==> src/hdl/k_wgt_pkg.sv <==
// Shared constants, types and microcode program of the K-weighting filter.
package k_wgt_pkg;

    localparam int CHANNELS     = 8;
    localparam int FILTER_SLOTS = 5;
    localparam int SAMPLE_BITS  = 24;
    localparam int TAPS         = 4;

    localparam int CH_W      = 3;
    localparam int SLOT_W    = 3;
    localparam int MAP_W     = 24;
    localparam int CFG_W     = 32;
    localparam int CFG_IDX_W = 3;
    localparam int HIST_W    = 48;
    localparam int HIST_FRAC = 40;
    localparam int COEF_W    = 35;
    localparam int HALF_W    = HIST_W / 2;
    localparam int PP_W      = COEF_W + HALF_W + 1;
    localparam int PROD_W    = PP_W + HALF_W;
    localparam int FLOOR_SH  = 28;
    localparam int TERM_W    = PROD_W - FLOOR_SH;
    localparam int ACC_W     = 58;
    localparam int OUT_W     = 32;
    localparam int OUT_SH    = 13;
    localparam int X_SHIFT   = HIST_FRAC + 1 - SAMPLE_BITS;
    localparam int NCOEF     = 9;
    localparam int STEP_W    = 5;

    localparam logic [MAP_W-1:0] MAP_RESET = 24'd180433;

    typedef logic [TAPS-1:0][HIST_W-1:0]  t_taps;
    typedef logic [NCOEF-1:0][COEF_W-1:0] t_coef_bank;

    typedef enum logic [CFG_IDX_W-1:0] {
        CFG_SHELF_B0,
        CFG_SHELF_B1,
        CFG_SHELF_B2,
        CFG_FB_A1,
        CFG_FB_A2,
        CFG_FB_A3,
        CFG_FB_A4,
        CFG_SLOT_MAP
    } t_cfg_idx;

    typedef enum logic [1:0] {
        MUL_NONE,
        MUL_LO,
        MUL_HI
    } t_mul_op;

    typedef enum logic [3:0] {
        CF_A1,
        CF_A2,
        CF_A3,
        CF_A4,
        CF_B0,
        CF_B1,
        CF_B2,
        CF_B3,
        CF_B4
    } t_coef_sel;

    typedef enum logic [2:0] {
        SR_V1,
        SR_V2,
        SR_V3,
        SR_V4,
        SR_W
    } t_src_sel;

    typedef enum logic {
        ACC_W_SUB,
        ACC_Y_ADD
    } t_acc_sel;

    typedef enum logic [1:0] {
        US_NEXT,
        US_JMP_UNUSED,
        US_END
    } t_seq_op;

    typedef enum logic {
        ST_IDLE,
        ST_RUN
    } t_sq_state;

    typedef struct packed {
        t_seq_op             seq;
        logic [STEP_W-1:0]   target;
        t_mul_op             mul;
        t_coef_sel           coef;
        t_src_sel            src;
        t_acc_sel            acc;
        logic                sat_w;
    } t_uword;

    localparam logic [STEP_W-1:0] STEP_OUT = 5'd20;

    function automatic t_uword uw(input t_seq_op seq, input t_mul_op mul,
                                  input t_coef_sel coef, input t_src_sel src,
                                  input t_acc_sel acc, input logic sat_w);
        t_uword w;
        w.seq    = seq;
        w.target = STEP_OUT;
        w.mul    = mul;
        w.coef   = coef;
        w.src    = src;
        w.acc    = acc;
        w.sat_w  = sat_w;
        return w;
    endfunction

    function automatic t_uword urom(input logic [STEP_W-1:0] step);
        t_uword w;
        case (step)
            5'd0:  w = uw(US_JMP_UNUSED, MUL_LO, CF_A1, SR_V1, ACC_W_SUB, 1'b0);
            5'd1:  w = uw(US_NEXT, MUL_HI,   CF_A1, SR_V1, ACC_W_SUB, 1'b0);
            5'd2:  w = uw(US_NEXT, MUL_LO,   CF_A2, SR_V2, ACC_W_SUB, 1'b0);
            5'd3:  w = uw(US_NEXT, MUL_HI,   CF_A2, SR_V2, ACC_W_SUB, 1'b0);
            5'd4:  w = uw(US_NEXT, MUL_LO,   CF_A3, SR_V3, ACC_W_SUB, 1'b0);
            5'd5:  w = uw(US_NEXT, MUL_HI,   CF_A3, SR_V3, ACC_W_SUB, 1'b0);
            5'd6:  w = uw(US_NEXT, MUL_LO,   CF_A4, SR_V4, ACC_W_SUB, 1'b0);
            5'd7:  w = uw(US_NEXT, MUL_HI,   CF_A4, SR_V4, ACC_W_SUB, 1'b0);
            5'd8:  w = uw(US_NEXT, MUL_LO,   CF_B1, SR_V1, ACC_Y_ADD, 1'b0);
            5'd9:  w = uw(US_NEXT, MUL_HI,   CF_B1, SR_V1, ACC_Y_ADD, 1'b0);
            5'd10: w = uw(US_NEXT, MUL_LO,   CF_B2, SR_V2, ACC_Y_ADD, 1'b1);
            5'd11: w = uw(US_NEXT, MUL_HI,   CF_B2, SR_V2, ACC_Y_ADD, 1'b0);
            5'd12: w = uw(US_NEXT, MUL_LO,   CF_B0, SR_W,  ACC_Y_ADD, 1'b0);
            5'd13: w = uw(US_NEXT, MUL_HI,   CF_B0, SR_W,  ACC_Y_ADD, 1'b0);
            5'd14: w = uw(US_NEXT, MUL_LO,   CF_B3, SR_V3, ACC_Y_ADD, 1'b0);
            5'd15: w = uw(US_NEXT, MUL_HI,   CF_B3, SR_V3, ACC_Y_ADD, 1'b0);
            5'd16: w = uw(US_NEXT, MUL_LO,   CF_B4, SR_V4, ACC_Y_ADD, 1'b0);
            5'd17: w = uw(US_NEXT, MUL_HI,   CF_B4, SR_V4, ACC_Y_ADD, 1'b0);
            5'd18: w = uw(US_NEXT, MUL_NONE, CF_B4, SR_V4, ACC_Y_ADD, 1'b0);
            5'd19: w = uw(US_NEXT, MUL_NONE, CF_B4, SR_V4, ACC_Y_ADD, 1'b0);
            default: w = uw(US_END, MUL_NONE, CF_B4, SR_V4, ACC_Y_ADD, 1'b0);
        endcase
        return w;
    endfunction

endpackage

==> src/hdl/k_wgt_useq.sv <==
// Microcode sequencer: step counter, program ROM and conditional jump.
module k_wgt_useq (
    input  logic              i_clk,
    input  logic              i_rst_n,
    input  logic              i_start,
    input  logic              i_unused,
    input  logic              i_hold,
    output k_wgt_pkg::t_uword o_uw,
    output logic              o_busy,
    output logic              o_done
);

    k_wgt_pkg::t_sq_state            r_state;
    k_wgt_pkg::t_sq_state            n_state;
    logic [k_wgt_pkg::STEP_W-1:0]    r_step;
    logic [k_wgt_pkg::STEP_W-1:0]    n_step;
    k_wgt_pkg::t_uword               rom_word;

    assign rom_word = k_wgt_pkg::urom(r_step);

    always_comb begin
        n_state = r_state;
        n_step  = r_step;
        case (r_state)
            k_wgt_pkg::ST_IDLE: begin
                if (i_start) begin
                    n_state = k_wgt_pkg::ST_RUN;
                    n_step  = '0;
                end
            end
            k_wgt_pkg::ST_RUN: begin
                case (rom_word.seq)
                    k_wgt_pkg::US_NEXT: n_step = r_step + 1'b1;
                    k_wgt_pkg::US_JMP_UNUSED: begin
                        n_step = i_unused ? rom_word.target : r_step + 1'b1;
                    end
                    k_wgt_pkg::US_END: begin
                        if (!i_hold) begin
                            n_state = k_wgt_pkg::ST_IDLE;
                        end
                    end
                    default: n_step = r_step + 1'b1;
                endcase
            end
            default: n_state = k_wgt_pkg::ST_IDLE;
        endcase
    end

    always_comb begin
        o_busy = 1'b0;
        o_done = 1'b0;
        o_uw   = k_wgt_pkg::urom(k_wgt_pkg::STEP_OUT);
        case (r_state)
            k_wgt_pkg::ST_RUN: begin
                o_busy = 1'b1;
                o_uw   = rom_word;
                o_done = (rom_word.seq == k_wgt_pkg::US_END) && !i_hold;
            end
            default: begin
                o_busy = 1'b0;
            end
        endcase
    end

    always_ff @(posedge i_clk) begin
        if (!i_rst_n) begin
            r_state <= k_wgt_pkg::ST_IDLE;
            r_step  <= '0;
        end else begin
            r_state <= n_state;
            r_step  <= n_step;
        end
    end

endmodule

==> config.mk <==
export PLATFORM = sky130hd
export DESIGN_NAME = k_wgt_useq
export DESIGN_NICKNAME = d
export VERILOG_FILES = /design/src/hdl/k_wgt_pkg.sv /design/src/hdl/k_wgt_useq.sv
export SDC_FILE = /design/constraint.sdc
export NUM_CORES = 1
export LEC_CHECK = 0
export BUFFER_PORTS_ARGS = -buffer_cell sky130_fd_sc_hd__buf_2
export CELL_PAD_IN_SITES_DETAIL_PLACEMENT = 1
export CELL_PAD_IN_SITES_GLOBAL_PLACEMENT = 2
export CORE_MARGIN = 5
export CORE_UTILIZATION = 28
export CTS_CLUSTER_DIAMETER = 30
export CTS_CLUSTER_SIZE = 8
export DETAILED_ROUTE_END_ITERATION = 7
export GPL_TIMING_DRIVEN = 0
export PLACE_DENSITY_LB_ADDON = 0.1
export SETUP_SLACK_MARGIN = 0.5
export SYNTH_ARGS = -nofsm -noshare
export SYNTH_HDL_FRONTEND = slang
export SYNTH_SLANG_ARGS = --single-unit
==> constraint.sdc <==
create_clock -name i_clk -period 2 [get_ports i_clk]
set_input_delay 0.6 -clock i_clk [delete_from_list [all_inputs] [get_ports i_clk]]
set_output_delay 0.6 -clock i_clk [all_outputs]
set_load 0.05 [all_outputs]
==> summary.md <==
| Metric | Value |
|---|---|
| Status | finished clean |
| Total core area | ~3400 um2 |
| CP Capture Type | primary output |
| Sink Count | 19 |
| CTS Buf Count | 3 |
| Synth Area in XOR/XNOR | 0.008663 |
| CTS tree | built |
| Slew Viols, Final | 0 |
| Distinct cells, synth | between 40 and 50 |
| # fillers | around 380 |
| Antenna viol nets, final | 0 |
| Largest net degree at the start of global routing | 12 |
| Setup Viol. Count Final | 0 |
| Via count | 960 |
| CP Launch Type | register |
| HP Start | i_rst_n |
| Clock Power Share | 0.200 |
| Total global routing overflow | 0 |
| RR Endpoint | rom_word[0] |
| # DRC | 0 |
| Post-synthesis mux area share | 0.01980 |
| Reg area | approximately 400 um2 |
| Die width | 70.09 um |
| Cells on worst reg2reg path | 8 |
| Routed len/inst | 15.67 um |
| Syn Area/Cell | approximately 9.7 um2 |
| RSZ-0062 raised after global routing | true |
| Sw frac | 0.3384 |
| Placement Setup Slack | -0.1228 ns |
| WHS | 0.5680 ns |
| Comb pwr share | 0.381 |
| Avg Vias per Cell | between 4 and 5 |
| Register area share after synthesis | 0.3762 |
| Leak | a little under 0.8 nW |
| Yosys reg bits | 19 |
| Hpwl dp | approximately 2000 um |
| Final Skew | 0.003706 ns |
| CP Max Fanout | 4 |
| Fin nets | between 150 and 200 |
| VDD IR max | 234.2 uV |
| Clock-pin transition on the worst setup and hold timing paths | approximately 0.12 ns |
| Port buffer count | 19 |
| Crit Path Category | register to primary output |
| GPL Wtd Cong | ~0.74 |
| Final setup margin | between 0.1 and 0.15 ns |
| Root buffer cell | clkbuf_4 |
| H-tree levels | 1 |
| Hold Path Class | input port to register |
| Required time of the critical path | roughly 1.4 ns |
| Main combinational cell family by area after synthesis | simple AND/OR/NAND/NOR gates |
| Max Cap Viol | 0 |
| Total power | 0.9957 mW |
| Initial antenna violation count | 0 |
| Post-Syn Area | around 1000 um2 |
| Synth Area in Adders | 0.04950 |
| First-pass GRT wire length | 5030 um |
| Total die area | between 4000 and 5000 um2 |
| Reg2reg setup slack | ~0.13 ns |
| Sequential power share | 0.419 |
| Clk Latency, worst-skew pair | around 0.30 ns |
| GRT Util Overall | 0.1284 |
| Clock tree buffer depth | 2 |
| Share of layout cells above drive strength 1 | 0.6688 |
| Antenna cells | 0 |
| Min-Delay Path Depth | 2 |
| Num rows | 21 |
| Vias in the first global route | 1,024 |
| Synth Flop Type | dfxtp_1 |
| Simple-gate share of the synthesized area | 0.2760 |
| Post-Route WL | around 3200 um |
| WP data arrival | 1.29 ns |
| Pint | 0.6588 mW |
| YS warnings | 0 |
| FMAX | 527.8 MHz |
| Synth Area in Compound Gates | 0.1733 |
| Mapped Cells | about 100 |
| Drt initial violations | 31 |
| Hold Path End | r_step[4] |
| Syn-to-layout area delta | 80.45% |
| Async set-reset flop share out of synthesis | 0 |
| Final Cycle Share | 0.9473 |
| TritonRoute pass-1 iters | 4 |
| Post-synth EDFFs | 0 |
| Hold Fails Final Rpt | 0 |
| R2R Path Start | rom_word[16] |
| Area occupied by multi-input gates | ~730 um2 |
| Final worst path period need | 1.895 ns |
| I/O pins | 25 |
| Die height | 70.09 um |
| Sw power | ~0.34 mW |
| Cell Pwr Density | between 500 and 600 nW/um2 |
| Initial cell density of the core | 0.2960 |
## stage by stage
stage | instances | instance area (um2) | setup TNS [ns] | utilization
finish | 203 | 1824 | 0 | 0.5341
global route | 203 | 1824 | 0 | 0.5341
CTS | 198 | 1749 | 0 | 0.5121
detailed placement | 172 | 1284 | -0.1666 | 0.3758
global placement | 172 | 1284 | -0.1585 | 0.3758
floorplan | 107 | 1131 | 0 | -
## area by class of cell
cell class | count | share of cell area
buffer | 9 | 0.05487
clock buffer | 3 | 0.01235
clock inverter | 1 | 0.002743
inverter | 5 | 0.01029
multi-input combinational | 74 | 0.4005
sequential | 19 | 0.2160
tap | 46 | 0.03155
timing repair buffer | 46 | 0.2716
## synth_stat cells, types with 2 or more instances
library cell,number,area [um2]
conb_1,2,7.510
and2_1,8,50.05
nand3_1,4,20.02
a21oi_1,5,25.02
ha_1,4,50.05
mux2i_1,2,20.02
dfxtp_1,19,380.4
o21a_1,2,15.01
nor2_2,2,12.51
a221o_1,2,20.02
buf_6,2,22.52
buf_4,6,45.04
nor3_1,2,10.01
nand2b_1,8,50.05
inv_1,4,15.01
a21boi_0,2,15.01
nor2_1,4,15.01
and3_1,2,12.51
## flip-flops by register name, summed over array words and instances (netlist names)
| name | count |
|---|---|
| rom_word | 13 |
| r_state | 1 |
| r_step | 5 |
## per-layer routing
metal,global-route usage,routed length [um],share of wire,vias up
met5,0,0,0,-
met4,0.03830,33,0.010,0
met3,0.01722,106,0.033,4
met2,0.2445,1774,0.56,19
met1,0.1464,1267,0.40,478
li1,-,-,-,459
## worst max path at each step
stage / startpoint / end / slack [ns] / depth (start not counted)
after CTS: rom_word[16] / o_done / 0.08 / 4
after global placement: i_start / rom_word[5] / -0.13 / 9
after floorplan: i_unused / rom_word[5] / 0.24 / 8
final: rom_word[16] / o_done / 0.11 / 4
after detailed placement: i_start / rom_word[5] / -0.12 / 9
after global routing: rom_word[16] / o_done / 0.04 / 4
## power groups by stage
stage / Combinational [mW] / Sequential, mW / Clock [mW]
3_5_place_dp: 0.237 / 0.429 / 0
3_3_place_gp: 0.234 / 0.427 / 0
6_report: 0.379 / 0.417 / 0.199
2_1_floorplan: 0.190 / 0.428 / 0
4_1_cts: 0.353 / 0.416 / 0.198
5_1_grt: 0.401 / 0.420 / 0.221
## logic make-up after synthesis
family	count (synthesis)
adder cells (fa/ha/maj)	4
multiplexers	2
AND/OR/NAND/NOR	41
XOR/XNOR	1
buffers and inverters	14
other	2
AO/OA/AOI/OAI	21
flip-flops	19
## placed cells by master, fill, tap and decap left out, types with 2 or more instances in the layout
cell type  instances
buf_8             16
o21a_1             2
ha_2               2
dfxtp_2            2
nand3_1            4
a31oi_4            2
nor2_4             2
dfxtp_1           14
and2_4             8
buf_6              8
clkbuf_4           3
buf_4             24
inv_2              3
a221o_1            2
nand2b_4           6
inv_1              2
a21boi_2           2
buf_12             2
o21ai_2            2
nand2b_1           2
buf_2              4
nor2_1             4
mux2i_1            2
a21oi_1            4
conb_1             5
dfxtp_4            3
## timing repair
action | in CTS | in global routing
hold endpoints to repair | 0 | 0
buffers inserted | 21 | 5
gates cloned | 1 | 0
resized for setup | 67 | 9
pin swaps | 8 | 2
hold buffers | 0 | 0
setup endpoints to repair | 28 | 30
## critical path: stages, from the launching register on
cell      delay, ns
dfxtp_4        0.36
nand2b_4       0.13
buf_6          0.13
nor3b_4        0.19
buf_6          0.18
No activity file was read; power rests on OpenSTA's default activity.
