$ cat src/hdl/k_wgt_pkg.sv
// Shared constants, types and microcode program of the K-weighting filter.
package k_wgt_pkg;

    localparam int CHANNELS     = 8;
    localparam int FILTER_SLOTS = 5;
    localparam int SAMPLE_BITS  = 24;
    localparam int TAPS         = 4;

    localparam int CH_W      = 3;
    localparam int SLOT_W    = 3;
    localparam int MAP_W     = 24;
    localparam int CFG_W     = 32;
    localparam int CFG_IDX_W = 3;
    localparam int HIST_W    = 48;
    localparam int HIST_FRAC = 40;
    localparam int COEF_W    = 35;
    localparam int HALF_W    = HIST_W / 2;
    localparam int PP_W      = COEF_W + HALF_W + 1;
    localparam int PROD_W    = PP_W + HALF_W;
    localparam int FLOOR_SH  = 28;
    localparam int TERM_W    = PROD_W - FLOOR_SH;
    localparam int ACC_W     = 58;
    localparam int OUT_W     = 32;
    localparam int OUT_SH    = 13;
    localparam int X_SHIFT   = HIST_FRAC + 1 - SAMPLE_BITS;
    localparam int NCOEF     = 9;
    localparam int STEP_W    = 5;

    localparam logic [MAP_W-1:0] MAP_RESET = 24'd180433;

    typedef logic [TAPS-1:0][HIST_W-1:0]  t_taps;
    typedef logic [NCOEF-1:0][COEF_W-1:0] t_coef_bank;

    typedef enum logic [CFG_IDX_W-1:0] {
        CFG_SHELF_B0,
        CFG_SHELF_B1,
        CFG_SHELF_B2,
        CFG_FB_A1,
        CFG_FB_A2,
        CFG_FB_A3,
        CFG_FB_A4,
        CFG_SLOT_MAP
    } t_cfg_idx;

    typedef enum logic [1:0] {
        MUL_NONE,
        MUL_LO,
        MUL_HI
    } t_mul_op;

    typedef enum logic [3:0] {
        CF_A1,
        CF_A2,
        CF_A3,
        CF_A4,
        CF_B0,
        CF_B1,
        CF_B2,
        CF_B3,
        CF_B4
    } t_coef_sel;

    typedef enum logic [2:0] {
        SR_V1,
        SR_V2,
        SR_V3,
        SR_V4,
        SR_W
    } t_src_sel;

    typedef enum logic {
        ACC_W_SUB,
        ACC_Y_ADD
    } t_acc_sel;

    typedef enum logic [1:0] {
        US_NEXT,
        US_JMP_UNUSED,
        US_END
    } t_seq_op;

    typedef enum logic {
        ST_IDLE,
        ST_RUN
    } t_sq_state;

    typedef struct packed {
        t_seq_op             seq;
        logic [STEP_W-1:0]   target;
        t_mul_op             mul;
        t_coef_sel           coef;
        t_src_sel            src;
        t_acc_sel            acc;
        logic                sat_w;
    } t_uword;

    localparam logic [STEP_W-1:0] STEP_OUT = 5'd20;

    function automatic t_uword uw(input t_seq_op seq, input t_mul_op mul,
                                  input t_coef_sel coef, input t_src_sel src,
                                  input t_acc_sel acc, input logic sat_w);
        t_uword w;
        w.seq    = seq;
        w.target = STEP_OUT;
        w.mul    = mul;
        w.coef   = coef;
        w.src    = src;
        w.acc    = acc;
        w.sat_w  = sat_w;
        return w;
    endfunction

    function automatic t_uword urom(input logic [STEP_W-1:0] step);
        t_uword w;
        case (step)
            5'd0:  w = uw(US_JMP_UNUSED, MUL_LO, CF_A1, SR_V1, ACC_W_SUB, 1'b0);
            5'd1:  w = uw(US_NEXT, MUL_HI,   CF_A1, SR_V1, ACC_W_SUB, 1'b0);
            5'd2:  w = uw(US_NEXT, MUL_LO,   CF_A2, SR_V2, ACC_W_SUB, 1'b0);
            5'd3:  w = uw(US_NEXT, MUL_HI,   CF_A2, SR_V2, ACC_W_SUB, 1'b0);
            5'd4:  w = uw(US_NEXT, MUL_LO,   CF_A3, SR_V3, ACC_W_SUB, 1'b0);
            5'd5:  w = uw(US_NEXT, MUL_HI,   CF_A3, SR_V3, ACC_W_SUB, 1'b0);
            5'd6:  w = uw(US_NEXT, MUL_LO,   CF_A4, SR_V4, ACC_W_SUB, 1'b0);
            5'd7:  w = uw(US_NEXT, MUL_HI,   CF_A4, SR_V4, ACC_W_SUB, 1'b0);
            5'd8:  w = uw(US_NEXT, MUL_LO,   CF_B1, SR_V1, ACC_Y_ADD, 1'b0);
            5'd9:  w = uw(US_NEXT, MUL_HI,   CF_B1, SR_V1, ACC_Y_ADD, 1'b0);
            5'd10: w = uw(US_NEXT, MUL_LO,   CF_B2, SR_V2, ACC_Y_ADD, 1'b1);
            5'd11: w = uw(US_NEXT, MUL_HI,   CF_B2, SR_V2, ACC_Y_ADD, 1'b0);
            5'd12: w = uw(US_NEXT, MUL_LO,   CF_B0, SR_W,  ACC_Y_ADD, 1'b0);
            5'd13: w = uw(US_NEXT, MUL_HI,   CF_B0, SR_W,  ACC_Y_ADD, 1'b0);
            5'd14: w = uw(US_NEXT, MUL_LO,   CF_B3, SR_V3, ACC_Y_ADD, 1'b0);
            5'd15: w = uw(US_NEXT, MUL_HI,   CF_B3, SR_V3, ACC_Y_ADD, 1'b0);
            5'd16: w = uw(US_NEXT, MUL_LO,   CF_B4, SR_V4, ACC_Y_ADD, 1'b0);
            5'd17: w = uw(US_NEXT, MUL_HI,   CF_B4, SR_V4, ACC_Y_ADD, 1'b0);
            5'd18: w = uw(US_NEXT, MUL_NONE, CF_B4, SR_V4, ACC_Y_ADD, 1'b0);
            5'd19: w = uw(US_NEXT, MUL_NONE, CF_B4, SR_V4, ACC_Y_ADD, 1'b0);
            default: w = uw(US_END, MUL_NONE, CF_B4, SR_V4, ACC_Y_ADD, 1'b0);
        endcase
        return w;
    endfunction

endpackage

$ cat src/hdl/k_wgt_mac.sv
// Shared multiply-accumulate datapath: half-width products, floor, two accumulators.
module k_wgt_mac (
    input  logic                                   i_clk,
    input  logic                                   i_rst_n,
    input  k_wgt_pkg::t_uword                      i_uw,
    input  logic                                   i_start,
    input  logic signed [k_wgt_pkg::SAMPLE_BITS-1:0] i_x,
    input  k_wgt_pkg::t_coef_bank                  i_coefs,
    input  k_wgt_pkg::t_taps                       i_taps,
    output logic        [k_wgt_pkg::HIST_W-1:0]    o_w,
    output logic signed [k_wgt_pkg::OUT_W-1:0]     o_y
);

    localparam int HW  = k_wgt_pkg::HALF_W;
    localparam int AW  = k_wgt_pkg::ACC_W;
    localparam int HSW = k_wgt_pkg::HIST_W;

    logic signed [k_wgt_pkg::COEF_W-1:0] coef;
    logic        [HSW-1:0]               src;
    logic signed [HW:0]                  half;
    logic signed [k_wgt_pkg::PP_W-1:0]   prod;
    logic signed [k_wgt_pkg::PP_W-1:0]   r_ppl;
    logic signed [k_wgt_pkg::PP_W-1:0]   r_pph;
    logic signed [k_wgt_pkg::PROD_W-1:0] sum;
    logic signed [k_wgt_pkg::PROD_W-1:0] r_prod;
    logic signed [k_wgt_pkg::TERM_W-1:0] term;
    logic signed [AW-1:0]                term_ext;
    logic signed [AW-1:0]                r_wacc;
    logic signed [AW-1:0]                r_yacc;
    logic        [HSW-1:0]               r_w;
    logic                                r_sum_vld;
    k_wgt_pkg::t_acc_sel                 r_sum_acc;
    logic                                r_acc_vld;
    k_wgt_pkg::t_acc_sel                 r_acc_sel;
    logic        [HSW-1:0]               w_sat;
    logic                                w_fits;
    logic                                y_fits;

    always_comb begin
        case (i_uw.coef)
            k_wgt_pkg::CF_A1: coef = i_coefs[k_wgt_pkg::CF_A1];
            k_wgt_pkg::CF_A2: coef = i_coefs[k_wgt_pkg::CF_A2];
            k_wgt_pkg::CF_A3: coef = i_coefs[k_wgt_pkg::CF_A3];
            k_wgt_pkg::CF_A4: coef = i_coefs[k_wgt_pkg::CF_A4];
            k_wgt_pkg::CF_B0: coef = i_coefs[k_wgt_pkg::CF_B0];
            k_wgt_pkg::CF_B1: coef = i_coefs[k_wgt_pkg::CF_B1];
            k_wgt_pkg::CF_B2: coef = i_coefs[k_wgt_pkg::CF_B2];
            k_wgt_pkg::CF_B3: coef = i_coefs[k_wgt_pkg::CF_B3];
            k_wgt_pkg::CF_B4: coef = i_coefs[k_wgt_pkg::CF_B4];
            default:          coef = '0;
        endcase
    end

    always_comb begin
        case (i_uw.src)
            k_wgt_pkg::SR_V1: src = i_taps[0];
            k_wgt_pkg::SR_V2: src = i_taps[1];
            k_wgt_pkg::SR_V3: src = i_taps[2];
            k_wgt_pkg::SR_V4: src = i_taps[3];
            k_wgt_pkg::SR_W:  src = r_w;
            default:          src = '0;
        endcase
    end

    always_comb begin
        case (i_uw.mul)
            k_wgt_pkg::MUL_HI: half = {src[HSW-1], src[HSW-1:HW]};
            default:           half = {1'b0, src[HW-1:0]};
        endcase
    end

    assign prod     = coef * half;
    assign sum      = $signed({r_pph, {HW{1'b0}}})
                    + $signed({{HW{r_ppl[k_wgt_pkg::PP_W-1]}}, r_ppl});
    assign term     = r_prod[k_wgt_pkg::PROD_W-1:k_wgt_pkg::FLOOR_SH];
    assign term_ext = {{(AW-k_wgt_pkg::TERM_W){term[k_wgt_pkg::TERM_W-1]}}, term};

    assign w_fits = (r_wacc[AW-1:HSW-1] == '0) || (r_wacc[AW-1:HSW-1] == '1);
    assign w_sat  = w_fits ? r_wacc[HSW-1:0]
                  : (r_wacc[AW-1] ? {1'b1, {(HSW-1){1'b0}}} : {1'b0, {(HSW-1){1'b1}}});

    localparam int YT = k_wgt_pkg::OUT_SH + k_wgt_pkg::OUT_W - 1;

    assign y_fits = (r_yacc[AW-1:YT] == '0) || (r_yacc[AW-1:YT] == '1);
    assign o_y    = y_fits ? r_yacc[YT:k_wgt_pkg::OUT_SH]
                  : (r_yacc[AW-1] ? {1'b1, {(k_wgt_pkg::OUT_W-1){1'b0}}}
                                  : {1'b0, {(k_wgt_pkg::OUT_W-1){1'b1}}});
    assign o_w    = r_w;

    always_ff @(posedge i_clk) begin
        if (!i_rst_n) begin
            r_sum_vld <= 1'b0;
            r_acc_vld <= 1'b0;
        end else begin
            r_sum_vld <= (i_uw.mul == k_wgt_pkg::MUL_HI);
            r_acc_vld <= r_sum_vld;
        end
    end

    always_ff @(posedge i_clk) begin
        r_sum_acc <= i_uw.acc;
        r_acc_sel <= r_sum_acc;
        if (i_uw.mul == k_wgt_pkg::MUL_LO) begin
            r_ppl <= prod;
        end
        if (i_uw.mul == k_wgt_pkg::MUL_HI) begin
            r_pph <= prod;
        end
        if (r_sum_vld) begin
            r_prod <= sum;
        end
        if (i_uw.sat_w) begin
            r_w <= w_sat;
        end
        if (i_start) begin
            r_wacc <= {{(AW-k_wgt_pkg::SAMPLE_BITS-k_wgt_pkg::X_SHIFT){i_x[k_wgt_pkg::SAMPLE_BITS-1]}},
                       i_x, {k_wgt_pkg::X_SHIFT{1'b0}}};
            r_yacc <= '0;
        end else if (r_acc_vld) begin
            if (r_acc_sel == k_wgt_pkg::ACC_W_SUB) begin
                r_wacc <= r_wacc - term_ext;
            end else begin
                r_yacc <= r_yacc + term_ext;
            end
        end
    end

endmodule

$ cat config.mk
export PLATFORM = sky130hd
export DESIGN_NAME = k_wgt_mac
export DESIGN_NICKNAME = d
export VERILOG_FILES = /design/src/hdl/k_wgt_pkg.sv /design/src/hdl/k_wgt_mac.sv
export SDC_FILE = /design/constraint.sdc
export NUM_CORES = 2
export LEC_CHECK = 0
export ABC_AREA = 1
export BUFFER_PORTS_ARGS = -buffer_cell sky130_fd_sc_hd__buf_4
export CAP_MARGIN = 0
export CORE_ASPECT_RATIO = 0.7
export CORE_MARGIN = 3
export CORE_UTILIZATION = 35
export CTS_CLUSTER_DIAMETER = 200
export DETAILED_ROUTE_END_ITERATION = 8
export GPL_ROUTABILITY_DRIVEN = 0
export HOLD_SLACK_MARGIN = 0.12
export PLACE_DENSITY_LB_ADDON = 0.1
export SETUP_SLACK_MARGIN = 0.5
export SLEW_MARGIN = 10
export SYNTH_ARGS = -nofsm -noshare
export SYNTH_HDL_FRONTEND = slang
export SYNTH_SLANG_ARGS = --single-unit
$ cat constraint.sdc
create_clock -name i_clk -period 23.6 [get_ports i_clk]
set_input_delay 2.36 -clock i_clk [delete_from_list [all_inputs] [get_ports i_clk]]
set_output_delay 2.36 -clock i_clk [all_outputs]
set_load 0.02 [all_outputs]
==> reports/results.tsv <==
metric	value	unit
drt wl/cell	23.9	um
endpoints failing setup	0	
Port Buffers	624	
Synth Flop Type	edfxtp_1	
VDD IR max	0.0000887	V
Final Total Pwr	7.23	mW
clk_lat worst skew	0.65	ns
Num CTS Buffers	31	
number of synthesized register bits	320	
Post-DP HPWL	220000	um
DRT Wirelength	259000	um
crit path max fanout	49	
leading post-synthesis cells by cell area	fa_1, edfxtp_1, inv_1	
row count	126	
Post-Syn Area	60100	um2
Clock Sinks	320	
H-tree Lvls	1	
arrival time worst endpoint	12.41	ns
asr flop ratio synth	0	
Critical-path top delay cell	o21ai_0	
most used cell, CP	fa_1	
layout cells sized above 1	0.104	
hold slack	0.331	ns
Resize count post-CTS	0	
clk slew on worst S/H paths	0.07	ns
DR pass1 iterations	8	
Fin Setup TNS	0	ns
CTS tree	yes	
clock skew	0.0182	ns
Reg area	8820	um2
status	complete, no violations	
critical path start-end classification	in -> reg	
Pleak	34.1	nW
Hold Vio Cnt, Final	0	
number of global-route vias before repair	54800	
Hold WC Path Type	reg -> reg	
crit path time final	12.03	ns
Worst-Margin Slew	1.08	ns
final core utilization	0.401	
Syn. warnings	0	
final period utilization	0.510	
number of flops mapped to enable cells by yosys	241	
final routed DRC violation total	0	
vias per std cell	5.25	
Final nets	10400	
Critical Path RT	23.98	ns
RSZ-0062 raised after global routing	false	
GRT overflow	0	
starting density of the core	0.354	
Max Root-Sink Buffers	3	
most common cell in the netlist	inv_1	
post-synthesis sequential area ratio	0.147	
Synth area leader	fa_1	
pin count of the biggest net entering global routing	70	
Synth top area share	0.297	
Synth cell types	56	
Syn Area/Cell	7.43	um2
core area	169000	um2
# IOs	632	
pwr dens	106	nW/um2
Slew Limit Fails	0	
via count	57000	
Placement Cell Area	67000	um2
crit-path max cell delay	0.89	ns
die area	177000	um2
Net Count, Synth	9860	
Hold Buf Count CTS	0	
initial antenna violation count	14	
first-pass GRT wire length	373000	um
DRT iter0 DRCs	6494	
multi-input combinational cell area	43200	um2
DIE HEIGHT	353	um
Die W	501	um
Post-CTS Setup Bufs	0	
Routed Antenna Nets	0	
Total GRT Usage	0.285	
Filler cells	17800	
Synth-to-Final Area Change	13.3	%
max-cap violation count	0	
Cells after Synth	8085	
Root Buffer	clkbuf_16	
Critical Path End Type	flop	
fin area	68000	um2
Post-synth top cells	inv_1, nand2_1, nor2_1	
Rel. slew slack	0.271	
crit path launch type	primary input	
fmax	83.1	MHz
power by group:
part	total [mW]	switching [mW]	internal (mW)
Clock	0.542	0.251	0.291
Sequential	1.14	0.147	0.993
Combinational	5.55	3.84	1.71
Total	7.23	4.24	3.00
state kept, by name, indices dropped and copies added (netlist names):
signal,cells
r_sum_acc,1
r_sum_vld,1
r_ppl,36
r_prod,56
r_pph,60
r_acc_vld,1
r_acc_sel,1
r_yacc,58
o_w,48
r_wacc,58
area by class of cell:
| type | instances | area share |
|---|---|---|
| diodes | 5 | 0.000184 |
| well taps | 2240 | 0.0412 |
| flip-flops and latches | 320 | 0.130 |
| clock inverters | 18 | 0.00316 |
| clock buffers | 40 | 0.0125 |
| repair buffers | 698 | 0.0770 |
| inverters | 1833 | 0.101 |
| multi-input cells | 5698 | 0.635 |
routing by layer:
metal / global-route usage / part of all wire / wire, um / up-vias
met5: 0 / 0.00013 / 34 / -
met2: 0.371 / 0.38 / 97900 / 2835
li1: - / - / - / 26000
met3: 0.100 / 0.13 / 34600 / 198
met1: 0.447 / 0.47 / 122000 / 28000
met4: 0.0496 / 0.020 / 5110 / 4
cell usage in the layout (no fill, tap or decap), drive strengths merged, types with 5 or more instances in the layout:
cell type and n:
diode 5, ha 332, nand2 1668, edfxtp 241
nor3 40, o21ai 473, nand3 387, or2 5
nand4 69, inv 1836, clkbuf 40, a22o 42
buf 698, a221oi 63, fa 891, o21a 6
nand3b 6, o211ai 7, a211oi 48, a21o 22
nor4 18, xor2 107, o21bai 53, a21oi 358
o22ai 39, nor2 981, a31oi 21, clkinv 10
and3 8, xnor2 36, dfxtp 79, a21boi 10
and2 5
per-stage QoR:
| stage | std cells | worst slack [ns] |
|---|---|---|
| 4_1_cts | 10800 | 11.97 |
| 5_1_grt | 10800 | 11.37 |
| 3_5_place_dp | 10800 | 11.33 |
| 6_report | 10900 | 11.57 |
| 2_1_floorplan | 8085 | 13.54 |
| 3_3_place_gp | 10800 | 11.39 |
worst max-delay path: cells and delay by family:
kind / cells / cell delay, ns
buffers and inverters: 8 / 1.58
xor gates and xnor gates: 1 / 0.44
adders and majority gates: 8 / 3.98
and+or+nand+nor: 7 / 1.22
AOI/OAI and AO/OA: 6 / 2.78
final timing paths:
| kind | startpoint | endpoint | slack, ns | cells after the start |
|---|---|---|---|---|
| setup / recovery | i_uw[4] | r_pph[38] | 11.57 | 30 |
| hold / removal | r_sum_acc | r_acc_sel | 0.33 | 0 |
| setup reg to reg | o_w[1] | r_pph[38] | 13.98 | 27 |
| hold reg to reg | r_sum_acc | r_acc_sel | 0.33 | 0 |
cell families (layout without fill, tap and decap cells):
family                     after synthesis  after routing  share of synthesized area
DFF                                    320            320                      0.147
AOI/OAI and AO/OA                     1144           1144                      0.115
and+or+nand+nor                       3188           3188                      0.215
adders and majority gates             1223           1223                      0.366
buffers and inverters                 2067           2589                      0.136
xor gates and xnor gates               143            143                     0.0209
other                                    0              5                          0
Power figures use the tool's default switching activity.
